==> src/lcmacc_pkg.sv <==
// Package for the running LCM accumulator.
// Holds the fixed widths of the limit register and the result field and the limit's reset value.
// No dependencies.
package lcmacc_pkg;

    localparam int unsigned LIMIT_WIDTH = 32;
    localparam logic [LIMIT_WIDTH-1:0] LIMIT_RESET = 32'd50;
    localparam int unsigned LCM_WIDTH = 32;

endpackage

==> src/lcmacc_divider.sv <==
// Iterative restoring divider shared by the Euclid steps and the quotient step.
// Produces one quotient bit per cycle; no package dependencies.
module lcmacc_divider #(
    parameter int unsigned WIDTH = 32
) (
    input  logic             aclk,
    input  logic             aresetn,
    input  logic             start,
    input  logic [WIDTH-1:0] dividend,
    input  logic [WIDTH-1:0] divisor,
    output logic             done,
    output logic [WIDTH-1:0] quotient,
    output logic [WIDTH-1:0] remainder
);

    localparam int unsigned CNT_WIDTH = $clog2(WIDTH + 1);

    logic [WIDTH-1:0]     rem_reg, rem_next;
    logic [WIDTH-1:0]     quo_reg, quo_next;
    logic [WIDTH-1:0]     div_reg, div_next;
    logic [CNT_WIDTH-1:0] cnt_reg, cnt_next;
    logic                 done_reg, done_next;
    logic [WIDTH:0]       trial;
    logic [WIDTH:0]       diff;
    logic                 fits;

    assign trial = {rem_reg, quo_reg[WIDTH-1]};
    assign diff  = trial - {1'b0, div_reg};
    assign fits  = trial >= {1'b0, div_reg};

    always_comb begin
        rem_next  = rem_reg;
        quo_next  = quo_reg;
        div_next  = div_reg;
        cnt_next  = cnt_reg;
        done_next = 1'b0;
        if (start) begin
            rem_next = '0;
            quo_next = dividend;
            div_next = divisor;
            cnt_next = CNT_WIDTH'(WIDTH);
        end else if (cnt_reg != '0) begin
            rem_next  = fits ? diff[WIDTH-1:0] : trial[WIDTH-1:0];
            quo_next  = {quo_reg[WIDTH-2:0], fits};
            cnt_next  = cnt_reg - 1'b1;
            done_next = (cnt_reg == CNT_WIDTH'(1));
        end
    end

    always_ff @(posedge aclk) begin
        if (!aresetn) begin
            cnt_reg  <= '0;
            done_reg <= 1'b0;
        end else begin
            cnt_reg  <= cnt_next;
            done_reg <= done_next;
        end
        rem_reg <= rem_next;
        quo_reg <= quo_next;
        div_reg <= div_next;
    end

    assign done      = done_reg;
    assign quotient  = quo_reg;
    assign remainder = rem_reg;

endmodule

==> src/running_lcm_accumulator_top.sv <==
// Top level of the running LCM accumulator.
// Depends on lcmacc_pkg and instantiates lcmacc_divider.
//
// Each request carries one positive integer and a last mark and yields one result with the
// running least common multiple, a sticky overflow flag, a within-limit flag and the last mark.
// The block handles one request at a time. A seed, a zero, or a request after an overflow goes
// straight to the finish state. A fold runs Euclid on one shared restoring divider, one
// quotient bit per cycle: (k + 1) divisions on W-bit operands, where k is the number of
// remainder steps and W the wider of the two operand widths, then a division of the accumulator
// by the GCD and a shift-add multiply by the new value, then the result is written out.
module running_lcm_accumulator_top #(
    parameter int unsigned VALUE_WIDTH = 16,
    parameter int unsigned ACC_WIDTH   = 32
) (
    input  logic                                      aclk,
    input  logic                                      aresetn,
    input  logic                                      s_tvalid,
    output logic                                      s_tready,
    input  logic [((VALUE_WIDTH+7)/8)*8-1:0]          s_tdata,  // value
    input  logic                                      s_tlast,  // last
    output logic                                      m_tvalid,
    input  logic                                      m_tready,
    output logic [lcmacc_pkg::LCM_WIDTH-1:0]          m_tdata,  // running_lcm
    output logic [1:0]                                m_tuser,  // overflow, within_limit
    output logic                                      m_tlast,  // last_out
    input  logic                                      cfg_valid,
    output logic                                      cfg_ready,
    input  logic [lcmacc_pkg::LIMIT_WIDTH-1:0]        cfg_data  // year_limit
);

    localparam int unsigned W    = (ACC_WIDTH > VALUE_WIDTH) ? ACC_WIDTH : VALUE_WIDTH;
    localparam int unsigned P    = ACC_WIDTH + VALUE_WIDTH;
    localparam int unsigned LW   = lcmacc_pkg::LIMIT_WIDTH;
    localparam int unsigned OW   = lcmacc_pkg::LCM_WIDTH;
    localparam int unsigned CW   = (ACC_WIDTH > LW) ? ACC_WIDTH : LW;
    localparam logic [ACC_WIDTH-1:0] ACC_MAX = {ACC_WIDTH{1'b1}};

    typedef enum logic [2:0] {
        ST_IDLE,
        ST_GCD,
        ST_QUO,
        ST_MUL,
        ST_FINISH
    } state_t;

    state_t                 state_reg, state_next;
    logic [ACC_WIDTH-1:0]   acc_reg, acc_next;
    logic                   started_reg, started_next;
    logic                   ovf_reg, ovf_next;
    logic [VALUE_WIDTH-1:0] v_reg, v_next;
    logic                   last_reg, last_next;
    logic [LW-1:0]          limit_reg, limit_next;
    logic                   start_reg, start_next;
    logic [W-1:0]           opa_reg, opa_next;
    logic [W-1:0]           opb_reg, opb_next;
    logic [P-1:0]           mcand_reg, mcand_next;
    logic [VALUE_WIDTH-1:0] mplier_reg, mplier_next;
    logic [P-1:0]           prod_reg, prod_next;
    logic                   m_valid_reg, m_valid_next;
    logic [OW-1:0]          m_lcm_reg, m_lcm_next;
    logic                   m_ovf_reg, m_ovf_next;
    logic                   m_within_reg, m_within_next;
    logic                   m_last_reg, m_last_next;

    logic                   div_done;
    logic [W-1:0]           div_quo;
    logic [W-1:0]           div_rem;
    logic [VALUE_WIDTH-1:0] s_value;
    logic                   in_accept;
    logic                   in_limit;

    lcmacc_divider #(
        .WIDTH(W)
    ) u_divider (
        .aclk      (aclk),
        .aresetn   (aresetn),
        .start     (start_reg),
        .dividend  (opa_reg),
        .divisor   (opb_reg),
        .done      (div_done),
        .quotient  (div_quo),
        .remainder (div_rem)
    );

    assign s_value   = s_tdata[VALUE_WIDTH-1:0];
    assign s_tready  = (state_reg == ST_IDLE);
    assign in_accept = s_tvalid && s_tready;
    assign cfg_ready = 1'b1;
    assign in_limit  = last_reg && !ovf_reg && (acc_reg != '0) &&
                       (CW'(acc_reg) <= CW'(limit_reg));

    always_comb begin
        state_next    = state_reg;
        acc_next      = acc_reg;
        started_next  = started_reg;
        ovf_next      = ovf_reg;
        v_next        = v_reg;
        last_next     = last_reg;
        limit_next    = limit_reg;
        start_next    = 1'b0;
        opa_next      = opa_reg;
        opb_next      = opb_reg;
        mcand_next    = mcand_reg;
        mplier_next   = mplier_reg;
        prod_next     = prod_reg;
        m_valid_next  = m_valid_reg;
        m_lcm_next    = m_lcm_reg;
        m_ovf_next    = m_ovf_reg;
        m_within_next = m_within_reg;
        m_last_next   = m_last_reg;

        if (m_valid_reg && m_tready) begin
            m_valid_next = 1'b0;
        end
        if (cfg_valid) begin
            limit_next = cfg_data;
        end

        case (state_reg)
            ST_IDLE: begin
                if (in_accept) begin
                    v_next     = s_value;
                    last_next  = s_tlast;
                    state_next = ST_FINISH;
                    if (!started_reg) begin
                        started_next = 1'b1;
                        if (W'(s_value) > W'(ACC_MAX)) begin
                            acc_next = ACC_MAX;
                            ovf_next = 1'b1;
                        end else begin
                            acc_next = ACC_WIDTH'(s_value);
                        end
                    end else if (!ovf_reg) begin
                        if (acc_reg == '0 || s_value == '0) begin
                            acc_next = '0;
                        end else begin
                            opa_next   = W'(acc_reg);
                            opb_next   = W'(s_value);
                            start_next = 1'b1;
                            state_next = ST_GCD;
                        end
                    end
                end
            end
            ST_GCD: begin
                if (div_done) begin
                    start_next = 1'b1;
                    if (div_rem == '0) begin
                        opa_next   = W'(acc_reg);
                        state_next = ST_QUO;
                    end else begin
                        opa_next = opb_reg;
                        opb_next = div_rem;
                    end
                end
            end
            ST_QUO: begin
                if (div_done) begin
                    mcand_next  = P'(div_quo[ACC_WIDTH-1:0]);
                    mplier_next = v_reg;
                    prod_next   = '0;
                    state_next  = ST_MUL;
                end
            end
            ST_MUL: begin
                if (mplier_reg == '0) begin
                    if (prod_reg[P-1:ACC_WIDTH] != '0) begin
                        acc_next = ACC_MAX;
                        ovf_next = 1'b1;
                    end else begin
                        acc_next = prod_reg[ACC_WIDTH-1:0];
                    end
                    state_next = ST_FINISH;
                end else begin
                    if (mplier_reg[0]) begin
                        prod_next = prod_reg + mcand_reg;
                    end
                    mcand_next  = {mcand_reg[P-2:0], 1'b0};
                    mplier_next = {1'b0, mplier_reg[VALUE_WIDTH-1:1]};
                end
            end
            ST_FINISH: begin
                if (!m_valid_reg || m_tready) begin
                    m_valid_next  = 1'b1;
                    m_lcm_next    = OW'(acc_reg);
                    m_ovf_next    = ovf_reg;
                    m_within_next = in_limit;
                    m_last_next   = last_reg;
                    if (last_reg) begin
                        acc_next     = '0;
                        started_next = 1'b0;
                        ovf_next     = 1'b0;
                    end
                    state_next = ST_IDLE;
                end
            end
            default: begin
                state_next = ST_IDLE;
            end
        endcase
    end

    always_ff @(posedge aclk) begin
        if (!aresetn) begin
            state_reg   <= ST_IDLE;
            acc_reg     <= '0;
            started_reg <= 1'b0;
            ovf_reg     <= 1'b0;
            limit_reg   <= lcmacc_pkg::LIMIT_RESET;
            start_reg   <= 1'b0;
            m_valid_reg <= 1'b0;
        end else begin
            state_reg   <= state_next;
            acc_reg     <= acc_next;
            started_reg <= started_next;
            ovf_reg     <= ovf_next;
            limit_reg   <= limit_next;
            start_reg   <= start_next;
            m_valid_reg <= m_valid_next;
        end
        v_reg        <= v_next;
        last_reg     <= last_next;
        opa_reg      <= opa_next;
        opb_reg      <= opb_next;
        mcand_reg    <= mcand_next;
        mplier_reg   <= mplier_next;
        prod_reg     <= prod_next;
        m_lcm_reg    <= m_lcm_next;
        m_ovf_reg    <= m_ovf_next;
        m_within_reg <= m_within_next;
        m_last_reg   <= m_last_next;
    end

    assign m_tvalid = m_valid_reg;
    assign m_tdata  = m_lcm_reg;
    assign m_tuser  = {m_within_reg, m_ovf_reg};
    assign m_tlast  = m_last_reg;

endmodule
==> config.mk <==
export PLATFORM = sky130hd
export DESIGN_NAME = running_lcm_accumulator_top
export DESIGN_NICKNAME = d
export VERILOG_FILES = /design/src/lcmacc_pkg.sv /design/src/lcmacc_divider.sv /design/src/running_lcm_accumulator_top.sv
export SDC_FILE = /design/constraint.sdc
export NUM_CORES = 1
export LEC_CHECK = 0
export BUFFER_PORTS_ARGS = -buffer_cell sky130_fd_sc_hd__buf_2
export CAP_MARGIN = 5
export CORE_ASPECT_RATIO = 1.1
export CORE_MARGIN = 1
export CORE_UTILIZATION = 34
export DETAILED_ROUTE_END_ITERATION = 10
export GPL_ROUTABILITY_DRIVEN = 0
export REMOVE_ABC_BUFFERS = 1
export SYNTH_ARGS = -nofsm -noshare
export SYNTH_HDL_FRONTEND = slang
export SYNTH_HIERARCHICAL = 1
export SYNTH_SLANG_ARGS = --single-unit
export TNS_END_PERCENT = 30
==> constraint.sdc <==
create_clock -name aclk -period 16.3 [get_ports aclk]
set_input_delay 0.815 -clock aclk [delete_from_list [all_inputs] [get_ports aclk]]
set_output_delay 0.815 -clock aclk [all_outputs]
set_load 0.01 [all_outputs]
Yosys cells after proc, flatten, opt, wreduce, memory -nomap -nowiden
Cells that the tools add are included.

Memories: 0. Bits in read-only memories: 0. Word-level logic and storage cells: 151. Input port bits: 54. Bits in registers: 402. Latch bits: 0. Bits in writable memories: 0.

Multiplexer cells: 64. Reduce and logical (&&, ||, !) cells: 35. Eq/ne operators: 21. Magnitude comparators: 2. Divide/modulo/power cells: 0. Shifts and indexed selects: 0. Add/subtract/negate cells: 3. Bitwise gates (word level): 2. $mul: 0.

Operators by type and width (count): $mux W32 (23); $mux W48 (5); $pmux W48 S2 (2); $pmux W32 S2 (2); $pmux W32 S3 (1); $logic_not A32 Y1 (2); $add A48 B48 Y48 (1); $ge A33 B32 Y1 (1); $le A32 B32 Y1 (1); $logic_not A16 Y1 (2); $mux W16 (2); $pmux W16 S2 (1); $reduce_bool A32 Y1 (1); $sub A32 B32 Y32 (1); $mux W3 (9); $ne A2 B2 Y1 const B (10); $reduce_bool A16 Y1 (1); $pmux W3 S5 (1); $reduce_and A7 Y1 (2); $mux W1 (13); $mux W6 (2); $reduce_and A6 Y1 (2); $reduce_bool A2 Y1 (5); $ne A2 B1 Y1 const B (4); 21 further kinds (33).

Logic depth before layout (Yosys ltp)
Depth after elaboration: 7. Mapped depth: 12. Gate-level depth less buffers: 11.

Cells and area by module
The synthesis kept the hierarchy.

By module, submodules not included: running_lcm_accumulator_top (instances 1, cells an instance 1426, area each 15543.7 µm², sequential area each 8267.9 µm²); lcmacc_divider (instances 1, cells an instance 602, area each 6067.1 µm², sequential area each 2702.6 µm²).

Worst setup path before layout
No wires, ideal clock.

Path type: register to register. Start: reg state_reg[1]. End: reg mcand_reg[0] (enable). Setup time: 0.582 ns. Setup slack: 10.274 ns. Arrival time: 5.444 ns. Required time: 15.718 ns. Buffers on the path: 1. Stages on the path, launching flop included: 4. Cell sequence: dfxtp_1 -> clkbuf_1 -> nand2b_1 -> a211oi_1.

Word-level cells in the longest chain between the ends: 3. Elaborated cells between the ends (all ways): 6.

Ends and longest elaborated chain: start, declared (line running_lcm_accumulator_top.sv:46) `state_t state_reg, state_next;`; start signal, assigned (line running_lcm_accumulator_top.sv:213) `state_reg <= state_next;`; $eq A3 B2 Y1 (line running_lcm_accumulator_top.sv:119) `case (state_reg)`; $ne A2 B2 Y1 (no line) (tied with other cells); $reduce_and A3 Y1 (no line) *; end signal, assigned (line running_lcm_accumulator_top.sv:225) `mcand_reg <= mcand_next;`; end, declared (line running_lcm_accumulator_top.sv:56) `logic [P-1:0] mcand_reg, mcand_next;`.

Mark *: on every way between the ends. The rest lies on a longest branch, timed or not. A chain may end at the register's enable or synchronous reset.

Worst setup path after layout
Start: reg acc_reg[27]. End: reg acc_reg[27].

Word-level cells in the longest chain between the ends: 4.

Ends and longest elaborated chain: start, declared (line running_lcm_accumulator_top.sv:47) `logic [ACC_WIDTH-1:0] acc_reg, acc_next;`; start signal, assigned (line running_lcm_accumulator_top.sv:214) `acc_reg <= acc_next;`; $logic_not A32 Y1 (line running_lcm_accumulator_top.sv:134) `if (acc_reg == '0 || s_value == '0) begin`; $logic_or A1 B1 Y1 (line running_lcm_accumulator_top.sv:134); $ne A3 B2 Y1 (no line); $reduce_and A7 Y1 (no line).

No other way between the ends.

==> out/qor.txt <==
Outcome: completed
IO Port Bufs: 90
Clock share of power: 26.1%
Net Switching: 1.490 mW
Initial DRC Count: 1296
Startpoint Class: flip-flop
Routed WL: 59.43 mm
CP max stage delay: 0.94 ns
Clock slew at reported path FFs: 0.06 ns
Crit path to: acc_reg[27]
Netlist Area Pre-Place: 0.02161 mm²
Pin count of the biggest net entering global routing: 77
Adder-Cell Fraction of Synth Area: 6.728%
Post-layout nets: 2245
Worst Max-Slew Pin Slew: 1.085 ns
FP Rows: 96
Endpoints failing hold: 0
Die Footprint: 0.06457 mm²
Clk_lat worst skew: 0.60 ns
Critical path buffers and inverters: 1
Final core utilization: 38.98%
FFs w/ async S/R, synth: 0%
CP max-delay cell: nor4_1
YS warnings: 6
Post-Synthesis Cells: 2028
Number of distinct library cells after synthesis: 87
FF-to-FF Start: acc_reg[27]
Comb pwr share: 35.3%
Synth Area in Compound Gates: 14.50%
Initial DRT Pass Iterations: 5
Mapped Avg Cell Area: 10.66 µm²
Clock root buffer: clkbuf_16
FF+latch count, synth: 402
Skew final: 0.03477 ns
Yosys top cell area share: 40.57%
Worst setup EP type: flip-flop
Die height: 266.4 µm
Design Power: 4.092 mW
Xor/xnor share of the synthesized area: 2.351%
Worst EP required: 16.83 ns
Max cap viols: 0
Grt ovf: 0
Vias in the first global route: 15690
Core Box Area: 0.06258 mm²
Pins Over Slew Limit: 0
Final hold slack: 0.3929 ns
Top-Level Pins: 92
Int Power: 2.602 mW
CTS hold repair buffers: 0
Total track usage: 18.25%
Top post-synthesis cells by area: edfxtp_1 (41%), dfxtp_1 (10%), ha_1 (6.5%), nand2_1 (4.2%), mux2_2 (4.1%)
Maximum VDD drop: 134.1 µV
Area leader, netlist: edfxtp_1
Seq/Total Area, Yosys: 50.76%
Worst Path Arrival: 3.80 ns
Slew margin rel.: 27.01%
Number of routed nets with antenna violations: 0
Synth Area in Simple Gates: 15.48%
Sequential share of power: 38.5%
First-pass GRT wire length: 91.87 mm
Htree depth: 2
Vias per inst: 5.400
Routed WL per cell: 20.17 µm
Main flop type after synthesis: edfxtp_1
Crit-path max FO: 64
Period utilization: 20.05%
Fraction of layout cells with a size suffix above 1: 14.71%
Post-CTS Setup Bufs: 0
Total CTS buffers: 46
Worst setup margin: 13.03 ns
R2R Setup Slk: 13.03 ns
Number of fill cells in the layout: 6051
Critical path's top delay family: simple AND/OR/NAND/NOR gates
Post-synth EDFFs: 292
Hold Path Class: in2reg
Reg2Reg Depth: 9
DRC Markers: 0
Mux contribution to synthesized area: 6.340%
Fin crit period: 3.268 ns
Starting Density: 34.53%
Clock sinks: 402
Die X: 242.4 µm
Area Overhead vs Synth: 12.89%
Via Count: 15920
Largest family of logic cells by synthesized area: simple AND/OR/NAND/NOR gates
Pre-CTS setup slack: 13.10 ns
PD cells: 167.7 mW/mm²
Final setup TNS: 0 ns
Setup violators final: 0
RSZ-0062 raised after global routing: no
Fmax: 306.0 MHz
Number of antenna repair diodes: 0
WP depth: 9
Clock buffer depth: 3
DP HPWL: 42.58 mm
Post_cts resized: 0
Leak: 9.445 nW
CP Class: reg2reg
Worst path cell trace: nor4_1 > nand4_1 > nor2_1 > nor2b_1 > o211a_1 > a211oi_4 > buf_4 > o211ai_1 > a21boi_1
RR Endpoint: acc_reg[27]
CTS tree: yes
Switching portion of total power: 36.40%
Initial antenna violation count: 0
Crit path from: acc_reg[27]
[layout by cell type, fill, tap and decap left out, types with 20 or more instances in the layout]
master / netlist / routed
mux2i_1: 48 / 48
inv_1: 88 / 88
a21oi_1: 101 / 101
buf_2: 19 / 90
a21o_1: 60 / 60
edfxtp_1: 292 / 292
buf_4: 5 / 20
nor2b_1: 43 / 42
and2_1: 44 / 44
nand2b_1: 23 / 23
ha_1: 113 / 113
clkbuf_16: 0 / 47
mux2_2: 79 / 79
nor4_1: 34 / 34
o21ai_0: 67 / 67
xnor2_1: 33 / 33
and3_1: 20 / 20
nor3_1: 31 / 30
nand2_1: 241 / 241
xor2_1: 25 / 25
nor2_1: 109 / 107
o211ai_1: 29 / 29
nand3_1: 48 / 48
dfxtp_1: 110 / 109
nand4_1: 40 / 40
[power groups by stage]
| stage | combinational (mW) | clock, mW | sequential, mW |
|---|---|---|---|
| floorplan | 1.04 | 0 | 1.53 |
| global placement | 1.40 | 0 | 1.59 |
| detailed placement | 1.42 | 0 | 1.60 |
| CTS | 1.43 | 1.09 | 1.58 |
| global route | 1.59 | 1.13 | 1.60 |
| finish | 1.45 | 1.07 | 1.58 |
[cell families (layout without fill, tap and decap cells)]
kind of cell | Yosys count | in the layout
buffers and inverters | 198 | 284
flip-flops | 402 | 402
AND/OR/NAND/NOR | 678 | 678
AO/OA/AOI/OAI | 449 | 449
adder cells (fa/ha/maj) | 115 | 115
XOR/XNOR | 58 | 58
other | 1 | 1
multiplexers | 127 | 127
[cells in the mapped netlist (4+ instances only)]
master,instances
xor2_1,25
a21boi_0,6
a21oi_1,101
or3_1,14
clkbuf_1,73
o211ai_1,29
a211oi_1,19
dfxtp_1,110
nand2_1,241
ha_1,113
nor2b_1,43
o21a_1,16
buf_2,19
mux2_2,79
and3_1,20
a21boi_1,16
nor2_1,109
mux2i_1,48
a21o_1,60
a31oi_1,19
nand3_1,48
o311ai_0,4
inv_1,88
o21ai_1,5
buf_6,5
buf_4,5
nand4_1,40
o21ai_0,67
edfxtp_1,292
nor3b_1,4
nor3_1,31
a211oi_2,5
o22ai_1,11
buf_1,7
nor4_1,34
and2_1,44
nand2b_1,23
a311oi_1,4
and4_1,8
o21bai_1,14
xnor2_1,33
o211a_1,19
[worst min path at each step]
stage                startpoint                    end  slack, ns  depth (start not counted)
finish                  s_tlast               last_reg       0.39                          1
global route            s_tlast               last_reg       0.38                          1
CTS                     s_tlast               last_reg       0.36                          1
detailed placement  opb_reg[12]  u_divider/div_reg[12]       0.44                          0
global placement    opb_reg[21]  u_divider/div_reg[21]       0.44                          0
floorplan            opb_reg[0]   u_divider/div_reg[0]       0.42                          0
[routing by layer]
layer  global-route usage, %  share of wire [%]
met5                       0                  0
met4                   7.612                3.7
met3                   2.041                5.0
met2                   30.06                 46
met1                   24.34                 45
[area by class of cell]
class / instances / area, µm² / area share, %
Clock buffer: 57 / 1254 / 5.139
Timing Repair Buffer: 110 / 600.6 / 2.462
Clock inverter: 29 / 310.3 / 1.272
Multi-Input combinational cell: 1428 / 9884 / 40.52
Inverter: 88 / 330.3 / 1.354
Tap cell: 833 / 1042 / 4.272
Sequential cell: 402 / 10970 / 44.98
[through the flow]
step	instance area, µm²	std cells
3_5_place_dp	22830	2861
3_3_place_gp	22830	2861
4_1_cts	24400	2947
6_report	24400	2947
2_1_floorplan	21120	1918
5_1_grt	24400	2947
Power figures use the tool's default switching activity.
